===== config.mk =====
export PLATFORM = sky130hd
export DESIGN_NAME = sof_eof_frame_receiver_top
export DESIGN_NICKNAME = d
export VERILOG_FILES = /design/src/hw/rtl/sefr_pkg.sv /design/src/hw/rtl/sefr_deframer.sv /design/src/hw/rtl/sefr_out_queue.sv /design/src/hw/rtl/sof_eof_frame_receiver_top.sv
export SDC_FILE = /design/constraint.sdc
export NUM_CORES = 1
export LEC_CHECK = 0
export ABC_AREA = 1
export BUFFER_PORTS_ARGS = -buffer_cell sky130_fd_sc_hd__buf_2
export CELL_PAD_IN_SITES_DETAIL_PLACEMENT = 1
export CELL_PAD_IN_SITES_GLOBAL_PLACEMENT = 2
export CORE_UTILIZATION = 33
export DETAILED_ROUTE_END_ITERATION = 8
export HOLD_SLACK_MARGIN = 0.05
export PLACE_DENSITY = 0.86
export RECOVER_POWER = 50
export SLEW_MARGIN = 10
export SYNTH_ARGS = -nofsm -noshare
export SYNTH_HDL_FRONTEND = slang
export SYNTH_SLANG_ARGS = --single-unit

===== constraint.sdc =====
create_clock -name clk -period 3 [get_ports clk]
set_input_delay 0.45 -clock clk [delete_from_list [all_inputs] [get_ports clk]]
set_output_delay 0.45 -clock clk [all_outputs]
set_load 0.005 [all_outputs]

===== src/hw/rtl/sefr_pkg.sv =====
`default_nettype none

package sefr_pkg;

	// Frame phase, one-hot
	typedef enum logic [4:0] {
		PH_HUNT   = 5'b00001,
		PH_HEADER = 5'b00010,
		PH_DATA   = 5'b00100,
		PH_CHECK  = 5'b01000,
		PH_END    = 5'b10000
	} phase_t;

	typedef enum logic [1:0] {
		ST_OK  = 2'd0,
		ST_SOF = 2'd1,
		ST_EOF = 2'd2,
		ST_CHK = 2'd3
	} status_t;

	// Configuration register indexes
	typedef enum logic [1:0] {
		CFG_START_BYTE   = 2'd0,
		CFG_END_BYTE     = 2'd1,
		CFG_MAX_UNFRAMED = 2'd2
	} cfg_idx_t;

	localparam int unsigned CFG_DATA_W = 16;

	// One result word
	typedef struct packed {
		logic [7:0] data_byte;
		logic       byte_valid;
		logic       in_header;
		logic       frame_done;
		status_t    status;
	} result_t;

	// Deframer to output queue
	typedef struct packed {
		logic    push;
		result_t res;
	} push_t;

endpackage

`default_nettype wire


===== src/hw/rtl/sefr_deframer.sv =====
`default_nettype none

module sefr_deframer #(
	parameter int unsigned HEADER_BYTES = 4
) (
	input  wire logic                              clk,
	input  wire logic                              arst_n,
	input  wire logic                              step,
	input  wire logic                              func,
	input  wire logic [7:0]                        rx_byte,
	input  wire logic                              cfg_we,
	input  wire logic [1:0]                        cfg_index,
	input  wire logic [sefr_pkg::CFG_DATA_W-1:0]   cfg_data,
	output sefr_pkg::push_t                        push_o
);

	localparam logic [16:0] HDR_LEN = 17'(HEADER_BYTES);

	logic [7:0]  start_byte_q, end_byte_q;
	logic [15:0] max_unframed_q;

	sefr_pkg::phase_t phase_q, phase_d;
	logic [15:0] cnt_q, cnt_d;
	logic [15:0] dlen_q, dlen_d;
	logic [7:0]  xor_q, xor_d;
	logic [7:0]  chk_q, chk_d;
	logic [15:0] unf_q, unf_d;

	logic [16:0] cnt_inc;
	logic [15:0] unf_inc;
	logic [7:0]  xor_new;
	sefr_pkg::push_t push_d;

	// config registers
	always_ff @(posedge clk or negedge arst_n) begin
		if (!arst_n) begin
			start_byte_q   <= 8'd126;
			end_byte_q     <= 8'd127;
			max_unframed_q <= 16'd64;
		end else if (cfg_we) begin
			unique case (cfg_index)
				sefr_pkg::CFG_START_BYTE:   start_byte_q   <= cfg_data[7:0];
				sefr_pkg::CFG_END_BYTE:     end_byte_q     <= cfg_data[7:0];
				sefr_pkg::CFG_MAX_UNFRAMED: max_unframed_q <= cfg_data;
				default: ;
			endcase
		end
	end

	assign cnt_inc = {1'b0, cnt_q} + 17'd1;
	assign unf_inc = (unf_q == 16'hFFFF) ? unf_q : unf_q + 16'd1;
	assign xor_new = xor_q ^ rx_byte;

	always_comb begin
		phase_d = phase_q;
		cnt_d   = cnt_q;
		dlen_d  = dlen_q;
		xor_d   = xor_q;
		chk_d   = chk_q;
		unf_d   = unf_q;
		push_d  = '0;
		push_d.res.status = sefr_pkg::ST_OK;
		if (func) begin
			phase_d = sefr_pkg::PH_HUNT;
			cnt_d   = '0;
			dlen_d  = '0;
			xor_d   = '0;
			chk_d   = '0;
		end else begin
			unique case (phase_q)
				sefr_pkg::PH_HEADER: begin
					xor_d = xor_new;
					if (cnt_q == 16'd0)
						dlen_d = {dlen_q[15:8], rx_byte};
					else if (cnt_q == 16'd1)
						dlen_d = {rx_byte, dlen_q[7:0]};
					if (cnt_inc >= HDR_LEN) begin
						cnt_d   = '0;
						phase_d = (dlen_d == 16'd0) ? sefr_pkg::PH_CHECK
							: sefr_pkg::PH_DATA;
					end else begin
						cnt_d = cnt_inc[15:0];
					end
					push_d.push           = 1'b1;
					push_d.res.data_byte  = rx_byte;
					push_d.res.byte_valid = 1'b1;
					push_d.res.in_header  = 1'b1;
				end
				sefr_pkg::PH_DATA: begin
					xor_d = xor_new;
					if (cnt_inc >= {1'b0, dlen_q}) begin
						cnt_d   = '0;
						phase_d = sefr_pkg::PH_CHECK;
					end else begin
						cnt_d = cnt_inc[15:0];
					end
					push_d.push           = 1'b1;
					push_d.res.data_byte  = rx_byte;
					push_d.res.byte_valid = 1'b1;
				end
				sefr_pkg::PH_CHECK: begin
					chk_d   = rx_byte;
					phase_d = sefr_pkg::PH_END;
				end
				sefr_pkg::PH_END: begin
					// wrong end byte wins over a checksum mismatch
					if (rx_byte != end_byte_q)
						push_d.res.status = sefr_pkg::ST_EOF;
					else if (chk_q != xor_q)
						push_d.res.status = sefr_pkg::ST_CHK;
					push_d.push           = 1'b1;
					push_d.res.frame_done = 1'b1;
					phase_d = sefr_pkg::PH_HUNT;
					cnt_d   = '0;
					dlen_d  = '0;
					xor_d   = '0;
					chk_d   = '0;
				end
				default: begin
					// hunting, also any stray phase code
					phase_d = sefr_pkg::PH_HUNT;
					if (rx_byte == start_byte_q) begin
						unf_d   = '0;
						cnt_d   = '0;
						dlen_d  = '0;
						xor_d   = '0;
						chk_d   = '0;
						phase_d = sefr_pkg::PH_HEADER;
					end else if (unf_inc > max_unframed_q) begin
						unf_d                 = '0;
						push_d.push           = 1'b1;
						push_d.res.frame_done = 1'b1;
						push_d.res.status     = sefr_pkg::ST_SOF;
					end else begin
						unf_d = unf_inc;
					end
				end
			endcase
		end
	end

	always_ff @(posedge clk or negedge arst_n) begin
		if (!arst_n) begin
			phase_q <= sefr_pkg::PH_HUNT;
			cnt_q   <= '0;
			dlen_q  <= '0;
			xor_q   <= '0;
			chk_q   <= '0;
			unf_q   <= '0;
		end else if (step) begin
			phase_q <= phase_d;
			cnt_q   <= cnt_d;
			dlen_q  <= dlen_d;
			xor_q   <= xor_d;
			chk_q   <= chk_d;
			unf_q   <= unf_d;
		end
	end

	always_comb begin
		push_o      = push_d;
		push_o.push = push_d.push & step;
	end

	a_clear_hunts: assert property (@(posedge clk) disable iff (!arst_n)
		step && func |=> phase_q == sefr_pkg::PH_HUNT && xor_q == 8'd0)
		else $error("clear did not return to hunting");

	a_end_reports: assert property (@(posedge clk) disable iff (!arst_n)
		step && !func && phase_q == sefr_pkg::PH_END
		|-> push_o.push && push_o.res.frame_done)
		else $error("end byte without frame report");

endmodule

`default_nettype wire


===== src/hw/rtl/sefr_out_queue.sv =====
`default_nettype none

module sefr_out_queue (
	input  wire logic             clk,
	input  wire logic             arst_n,
	input  wire sefr_pkg::push_t  push_i,
	input  wire logic             pop,
	output logic                  full,
	output logic                  out_valid,
	output sefr_pkg::result_t     head
);

	sefr_pkg::result_t entry_q [2];
	logic       wr_ptr_q, rd_ptr_q;
	logic [1:0] count_q;
	logic       do_pop;

	assign full      = (count_q == 2'd2);
	assign out_valid = (count_q != 2'd0);
	assign head      = entry_q[rd_ptr_q];
	assign do_pop    = pop & out_valid;

	always_ff @(posedge clk) begin
		if (push_i.push)
			entry_q[wr_ptr_q] <= push_i.res;
	end

	always_ff @(posedge clk or negedge arst_n) begin
		if (!arst_n) begin
			wr_ptr_q <= 1'b0;
			rd_ptr_q <= 1'b0;
			count_q  <= 2'd0;
		end else begin
			if (push_i.push)
				wr_ptr_q <= ~wr_ptr_q;
			if (do_pop)
				rd_ptr_q <= ~rd_ptr_q;
			case ({push_i.push, do_pop})
				2'b10:   count_q <= count_q + 2'd1;
				2'b01:   count_q <= count_q - 2'd1;
				default: count_q <= count_q;
			endcase
		end
	end

	a_no_overflow: assert property (@(posedge clk) disable iff (!arst_n)
		!(push_i.push && full))
		else $error("push into full result queue");

	a_count_tracks: assert property (@(posedge clk) disable iff (!arst_n)
		!push_i.push && do_pop |=> count_q == $past(count_q) - 2'd1)
		else $error("queue count lost a pop");

endmodule

`default_nettype wire


===== src/hw/rtl/sof_eof_frame_receiver_top.sv =====
`default_nettype none

// Channel  Direction  Handshake          Payload
// in       sink       in_valid/in_stall  func, rx_byte
// out      source     out_valid/out_stall data_byte, byte_valid, in_header,
//                                        frame_done, status
// cfg      sink       cfg_we             cfg_index, cfg_data (no read-back)
//
// One input word per cycle while in_stall is low: the frame state updates in the
// cycle the word is accepted and its result (if any) lands in a two-entry output
// queue, which raises out_valid for it from the next cycle.
// in_stall rises only when the output queue holds two results, i.e. after the
// consumer has stalled out for a while; it comes straight from the queue count.
// Reset (arst_n low) puts the deframer in hunting, empties the queue and
// loads start 0x7E, end 0x7F, unframed limit 64.

module sof_eof_frame_receiver_top #(
	parameter int unsigned HEADER_BYTES = 4
) (
	input  wire logic        clk,
	input  wire logic        arst_n,
	// input words
	input  wire logic        in_valid,
	output logic             in_stall,
	input  wire logic        func,
	input  wire logic [7:0]  rx_byte,
	// results
	output logic             out_valid,
	input  wire logic        out_stall,
	output logic [7:0]       data_byte,
	output logic             byte_valid,
	output logic             in_header,
	output logic             frame_done,
	output logic [1:0]       status,
	// configuration
	input  wire logic        cfg_we,
	input  wire logic [1:0]  cfg_index,
	input  wire logic [sefr_pkg::CFG_DATA_W-1:0] cfg_data
);

	logic              step;
	logic              q_full;
	sefr_pkg::push_t   push;
	sefr_pkg::result_t head;

	// a word is taken whenever the queue has room for its result
	assign in_stall = q_full;
	assign step     = in_valid & ~q_full;

	sefr_deframer #(
		.HEADER_BYTES (HEADER_BYTES)
	) u_deframer (
		.clk       (clk),
		.arst_n    (arst_n),
		.step      (step),
		.func      (func),
		.rx_byte   (rx_byte),
		.cfg_we    (cfg_we),
		.cfg_index (cfg_index),
		.cfg_data  (cfg_data),
		.push_o    (push)
	);

	sefr_out_queue u_out_queue (
		.clk       (clk),
		.arst_n    (arst_n),
		.push_i    (push),
		.pop       (~out_stall),
		.full      (q_full),
		.out_valid (out_valid),
		.head      (head)
	);

	assign data_byte  = head.data_byte;
	assign byte_valid = head.byte_valid;
	assign in_header  = head.in_header;
	assign frame_done = head.frame_done;
	assign status     = head.status;

endmodule

`default_nettype wire


Word-level counts from Yosys, hierarchy flattened
Memories as Yosys holds them, arrays and structs flattened.
Cells that the tools add are included.
{"block": "op_classes", "addsub": 4, "magnitude_cmp": 3, "n_eq_ne": 19, "n_mux": 39, "bitwise_logic": 10, "reduce_logical": 23}
{"operator": "$mux 16", "n": 12}
{"operator": "$pmux 16 s4", "n": 1}
{"operator": "$pmux 16 s3", "n": 1}
{"operator": "$pmux 8 s3", "n": 2}
{"operator": "$logic_not 16->1", "n": 2}
{"operator": "$mux 8", "n": 3}
{"operator": "$pmux 5 s4", "n": 1}
{"operator": "$reduce_and 3->1", "n": 6}
{"operator": "$add 16x1->17 const B", "n": 1}
{"operator": "$ge 17x16->1", "n": 1}
{"operator": "$ge 17x3->1 const B", "n": 1}
{"operator": "$add 16x1->16 const B", "n": 1}
{"operator": "$eq 16x1->1 const B", "n": 1}
{"operator": "$eq 16x16->1 const B", "n": 1}
{"operator": "$gt 16x16->1", "n": 1}
{"operator": "$ne 8x8->1", "n": 2}
{"operator": "$mux 5", "n": 3}
{"operator": "$mux 14", "n": 1}
{"operator": "$reduce_bool 4->1", "n": 3}
{"operator": "$mux 9", "n": 1}
{"operator": "$eq 8x8->1", "n": 1}
{"operator": "$xor 8x8->8", "n": 1}
{"operator": "$eq 2x2->1 const B", "n": 3}
{"operator": "$mux 2", "n": 3}
{"operator": "other kinds (25)", "n": 45}
{"block": "word_totals", "register_bits": 105, "ram_bits": 26, "inputBits": 32, "output_inout_bits": 15, "wordCells": 111, "mem_count": 1}
{"memory": "u_out_queue.entry_q", "words": 2, "width": 13, "rd": 1, "rd_ports_with_merged_regs": 0, "write_ports": 1, "line": "sefr_out_queue.sv:13", "text": "sefr_pkg::result_t entry_q [2];"}

Depth between registers and ports, before layout
{"block": "depth", "depth_word": 10, "depth_mapped": 22, "ltp_nobuf": 22}

By module
A second synthesis with hierarchy kept.
{"block": "hier_totals", "cells_unflattened": 1064, "hier_area_um2": 7986.4}
{"mod": "sefr_deframer", "instances": 1, "cells_each": 965, "area_each_um2": 6809.0, "seq_area_each_um2": 2546.2}
{"mod": "sefr_out_queue", "instances": 1, "cells_each": 96, "area_each_um2": 1163.6, "seq_area_each_um2": 880.8}
{"mod": "sof_eof_frame_receiver_top", "instances": 1, "cells_each": 3, "area_each_um2": 13.8, "seq_area_each_um2": 0.0}

Least setup slack after synthesis
Ideal clock, no wire load.
{"block": "synth_path", "path_type": "reg2reg", "startpoint": "reg u_deframer.unf_q[8]", "endpoint": "mem u_out_queue.entry_q[1][0] in the netlist's numbering (enable)", "setup_ns": 0.382, "arrival_time_ns": 2.918, "t_required_ns": 2.618, "path_slack_ns": -0.300, "stages_incl_launch_ff": 20, "n_path_buf": 0, "period_less_slack_ns": 3.300, "path_cell_list": "dfrtp_1 inv_1 nor2_1 nand3_1 nor2_1 nand2_1 o21ai_1 nor2_1 xor2_1 inv_1 ha_1 a21oi_1 nand3b_1 a21oi_1 nor2_1 nand2_1 nand3_1 nand2_1 nand2_1 nor2_1"}
{"block": "synth_via", "elab_chain_len": 10, "word_cells_on_any_way": 11, "classes_between": "add/sub: 1; order compare: 1; eq/ne: 1; mux: 7; bitwise: 1"}
{"item": "from (decl)", "line": "sefr_deframer.sv:27", "text": "logic [15:0] unf_q, unf_d;"}
{"item": "from (signal assigned)", "line": "sefr_deframer.sv:156", "text": "unf_q <= unf_d;"}
{"item": "$add 16x1->16 or $eq 16x16->1 (tied branches)", "line": "sefr_deframer.sv:51", "text": "assign unf_inc = (unf_q == 16'hFFFF) ? unf_q : unf_q + 16'd1;"}
{"item": "$mux 16 (*)", "line": "sefr_deframer.sv:51"}
{"item": "$gt 16x16->1 (*)", "line": "sefr_deframer.sv:129", "text": "end else if (unf_inc > max_unframed_q) begin"}
{"item": "$mux 1 (*)", "line": "sefr_deframer.sv:129"}
{"item": "$mux 1 (*)", "line": "sefr_deframer.sv:122", "text": "if (rx_byte == start_byte_q) begin"}
{"item": "$pmux 1 s2 (*)", "line": "sefr_deframer.sv:70", "text": "unique case (phase_q)"}
{"item": "$mux 14 (*)", "line": "sefr_deframer.sv:63", "text": "if (func) begin"}
{"item": "$and 1x1->1 (*)", "line": "sefr_deframer.sv:162", "text": "push_o.push = push_d.push & step;"}
{"item": "$mux 1 (*)", "line": "sefr_out_queue.sv:24", "text": "if (push_i.push)"}
{"item": "$mux 1 (not written as such) (*)", "line": "sefr_out_queue.sv:25", "text": "entry_q[wr_ptr_q] <= push_i.res;"}
{"item": "to (decl)", "line": "sefr_out_queue.sv:13"}
Mark *: on every way between the ends. The rest lies on a longest branch, timed or not.

Worst setup path after layout
{"block": "layout_path", "startpoint": "reg u_deframer.unf_q[6]", "endpoint": "mem u_out_queue.entry_q[1][11] in the netlist's numbering (enable)"}
The elaborated chain is that of the path after synthesis.

==> results.sh <==
export IMPL_outcome="complete, but fails checks"
export IMPL_failed_checks="max-capacitance violations, max-slew violations, negative setup slack"
export IMPL_detail_route_drc_violations=0
export IMPL_power_density_mw_per_mm2=669
export IMPL_die_width_um=157
export IMPL_drtIter0Drc=335
export IMPL_vias_in_the_first_global_route=7462
export IMPL_drv_slew=106
export IMPL_first_pass_grt_wire_length_um=38600
export IMPL_timing_hold_worst_class="in -> reg"
export IMPL_port_buffers=46
export IMPL_tns_ns=-13.64
export IMPL_avgSynthCellArea_sq_um=7.85
export IMPL_grt_remaining_overflow=0
export IMPL_layout_cell_share_with_drive_strength_beyond_1_pct=25.7
export IMPL_crit_arrival_ns=3.53
export IMPL_min_period_over_period_pct=113
export IMPL_startpoint_of_the_worst_setup_timing_path="u_deframer.unf_q[6]"
export IMPL_timing_final_hold_violations=0
export IMPL_worst_setup_path_start_kind="register"
export IMPL_post_place_cells=1406
export IMPL_wl_met2_um=12900
export IMPL_routed_wire_length_per_instance_um=16.9
export IMPL_finalSetupViolCount=49
export IMPL_worst_r2r_path_depth=21
export IMPL_netlist_cell_type_count=43
export IMPL_cp_buffers_inverters=3
export IMPL_place_gp_congestion=0.786
export IMPL_antenna_found_initial=0
export IMPL_finClkSkew_ns=0.0158
export IMPL_fin_cells=1465
export IMPL_cts_buffers=17
export IMPL_synthArstFlopShare_pct=80.2
export IMPL_routed_wirelength_um=24800
export IMPL_detailedPlacementHpwl_um=16700
export IMPL_clk_path_buf_depth=2
export IMPL_synth_ff_latch_count=131
export IMPL_grt_util_all_layers_pct=20.3
export IMPL_timing_critical_path_required_ns=3.15
export IMPL_synth_flop_cell="dfrtp_1"
export IMPL_cp_end_kind="register"
export IMPL_h_tree_depth=4
export IMPL_crit_path_max_incr_delay_ns=0.39
export IMPL_grt_setup_unrepaired="true"
export IMPL_commonest_cells_after_routing_fill_and_taps_aside="nand2_1, inv_1, dfrtp_1, nor2_1, o21ai_0"
export IMPL_fillerInstances=2822
export IMPL_synthesized_netlist_net_count=1076
export IMPL_timing_worst_slew_pin_value_ns=1.62
export IMPL_crit_fanout=6
export IMPL_route_antenna_remaining_nets=0
export IMPL_synth_warning_count=0
export IMPL_design_final_nets=1202
export IMPL_most_common_cell_after_layout_fill_and_taps_aside="nand2_1"
export IMPL_via_per_inst=4.87
export IMPL_placement_setup_worst_slack_ns=-0.554
export IMPL_tritoncts="done"
export IMPL_boundaryPins=47
export IMPL_path_class="reg -> reg"
export IMPL_synthesis_area_sq_mm=0.00790
export IMPL_stages_on_worst_setup_path=21
export IMPL_synthCells=1007
export IMPL_die_y_um=157
export IMPL_timing_critical_path_cells="nand2_2, nor2_4, nand3_2, nor2_4, nand2_2, o21ai_4, nor2_2, xor2_1, inv_1, ha_4, a21oi_2, nand3b_1, a21oi_1, nor2_1, nand2_2, nand3_4, nand2_4, nand2_4, buf_6, nor2_4, clkbuf_16"
export IMPL_worst_path_dominant_cell_family="simple AND/OR/NAND/NOR gates"
export IMPL_topRoutingLayerUsed="met4"
export IMPL_die_area_sq_mm=0.0246
export IMPL_crit_path_top_delay_cell="dfrtp_1"
export IMPL_headroom_to_the_max_slew_limit_pct=-7.84
export IMPL_starting_density_pct=33.7
export IMPL_ir_worst_vdd_mv=0.377
export IMPL_cts_sinks=131
export IMPL_design_core_area_sq_mm=0.0235
export IMPL_drv_max_cap_violation_count=1
export IMPL_worstSetupEndpoint="u_out_queue.entry_q[1][11]"
export IMPL_clock_latency_ns=0.43
export IMPL_minimum_clock_period_ns=3.38
export IMPL_setup_ws_ns=-0.380
export IMPL_timing_rr_start="u_deframer.unf_q[6]"
export IMPL_num_antenna_cells=0
export IMPL_drt_first_pass_iters=6
export IMPL_via_count=7139
export IMPL_clockRootBuffer="clkbuf_16"
export IMPL_grt_start_max_net_pins=106
export IMPL_r2r_setup_slack_ns=-0.38
export IMPL_clock_fmax_mhz=296
export IMPL_detail_route_wirelength_met1_um=10800
export IMPL_met3WireLength_um=623
export IMPL_synth_edf_count=26
export IMPL_leakage_uw=0.00477
export IMPL_placement_rows=56
export IMPL_area_added_between_synthesis_and_finish_pct=28.1
export IMPL_timing_rr_end="u_out_queue.entry_q[1][11]"
export IMPL_worst_path_clk_slew_ns=0.08
export IMPL_synth_seq_area_share_pct=43.4
state kept, by name, summed over array words and instances (netlist names):
name                       flops
u_deframer.xor_q               8
u_deframer.cnt_q              16
u_out_queue.count_q            2
u_deframer.max_unframed_q     16
u_deframer.phase_q             5
u_deframer.unf_q              16
u_deframer.dlen_q             16
u_deframer.start_byte_q        8
u_deframer.end_byte_q          8
u_out_queue.wr_ptr_q           1
u_out_queue.entry_q           26
u_deframer.chk_q               8
u_out_queue.rd_ptr_q           1
metal layers:
metal / global-route usage (%) / vias up
li1: - / 3504
met1: 25.0 / 3485
met2: 36.6 / 110
met3: 3.05 / 40
met4: 5.65 / 0
met5: 0 / -
how the worst min path moves through the flow:
stage                                      start                            end  slack [ns]  cells past startpoint
floorplan                                 arst_n            u_deframer.chk_q[0]        0.15                      0
global placement            u_out_queue.wr_ptr_q           u_out_queue.wr_ptr_q        0.46                      2
detailed placement  u_deframer.max_unframed_q[2]   u_deframer.max_unframed_q[2]        0.47                      2
CTS                                       arst_n            u_deframer.cnt_q[9]        0.14                      2
global route                        cfg_data[13]  u_deframer.max_unframed_q[13]        0.27                      3
finish                               cfg_data[8]   u_deframer.max_unframed_q[8]        0.26                      3
per-stage QoR:
step / power (uW) / hold slack (ns) / util (%) / area (sq um)
3_5_place_dp: 4130 / 0.473 / 37.7 / 8850
5_1_grt: 7150 / 0.270 / 43.1 / 10100
2_1_floorplan: 3380 / 0.154 / - / 7920
3_3_place_gp: 4060 / 0.459 / 37.7 / 8850
6_report: 6770 / 0.259 / 43.1 / 10100
4_1_cts: 6390 / 0.138 / 41.6 / 9760
timing repair:
action                                  in CTS  in global routing
hold buffers                                 0                  0
resized for setup                           51                 70
pin swaps                                   25                 35
setup buffers                               14                 12
endpoints found under the setup margin      49                 69
gates cloned                                 1                  0
cell usage after synthesis (14+ instances only):
| master | count | area share, % |
|---|---|---|
| a21oi_1 | 32 | 2.0 |
| dfrtp_1 | 90 | 28 |
| dfstp_2 | 15 | 5.0 |
| edfxtp_1 | 26 | 9.9 |
| ha_1 | 37 | 5.9 |
| inv_1 | 160 | 7.6 |
| nand2_1 | 228 | 11 |
| nand3_1 | 57 | 3.6 |
| nand4_1 | 25 | 2.0 |
| nor2_1 | 98 | 4.7 |
| nor3_1 | 14 | 0.89 |
| o21ai_0 | 88 | 5.6 |
| xor2_1 | 29 | 3.2 |
tightest hold or removal path, cell delays in order:
cell and delay, ns:
buf_2 0.07, nor2_1 0.03, a21oi_1 0.10
cells by family after synthesis:
| family | Yosys count | synth area share (%) |
|---|---|---|
| xor+xnor | 38 | 4.21 |
| fa+ha+maj | 37 | 5.86 |
| simple gates | 462 | 26.3 |
| flops | 131 | 43.4 |
| compound gates | 152 | 10.5 |
| buf+inv | 187 | 9.82 |
power breakdown:
part           switching [uW]  internal [uW]
registers                 206           2100
logic                    1340           1070
clock network             949           1100
cell type report:
| class | instances | area [sq um] | area share, % |
|---|---|---|---|
| Sequential cell | 131 | 3430 | 33.9 |
| Multi-Input combinational cell | 689 | 4180 | 41.3 |
| Inverter | 165 | 622 | 6.14 |
| Tap cell | 319 | 399 | 3.94 |
| Clock buffer | 18 | 429 | 4.24 |
| Clock inverter | 14 | 139 | 1.37 |
| Timing Repair Buffer | 129 | 923 | 9.12 |
(Power assumes the default switching activity.)
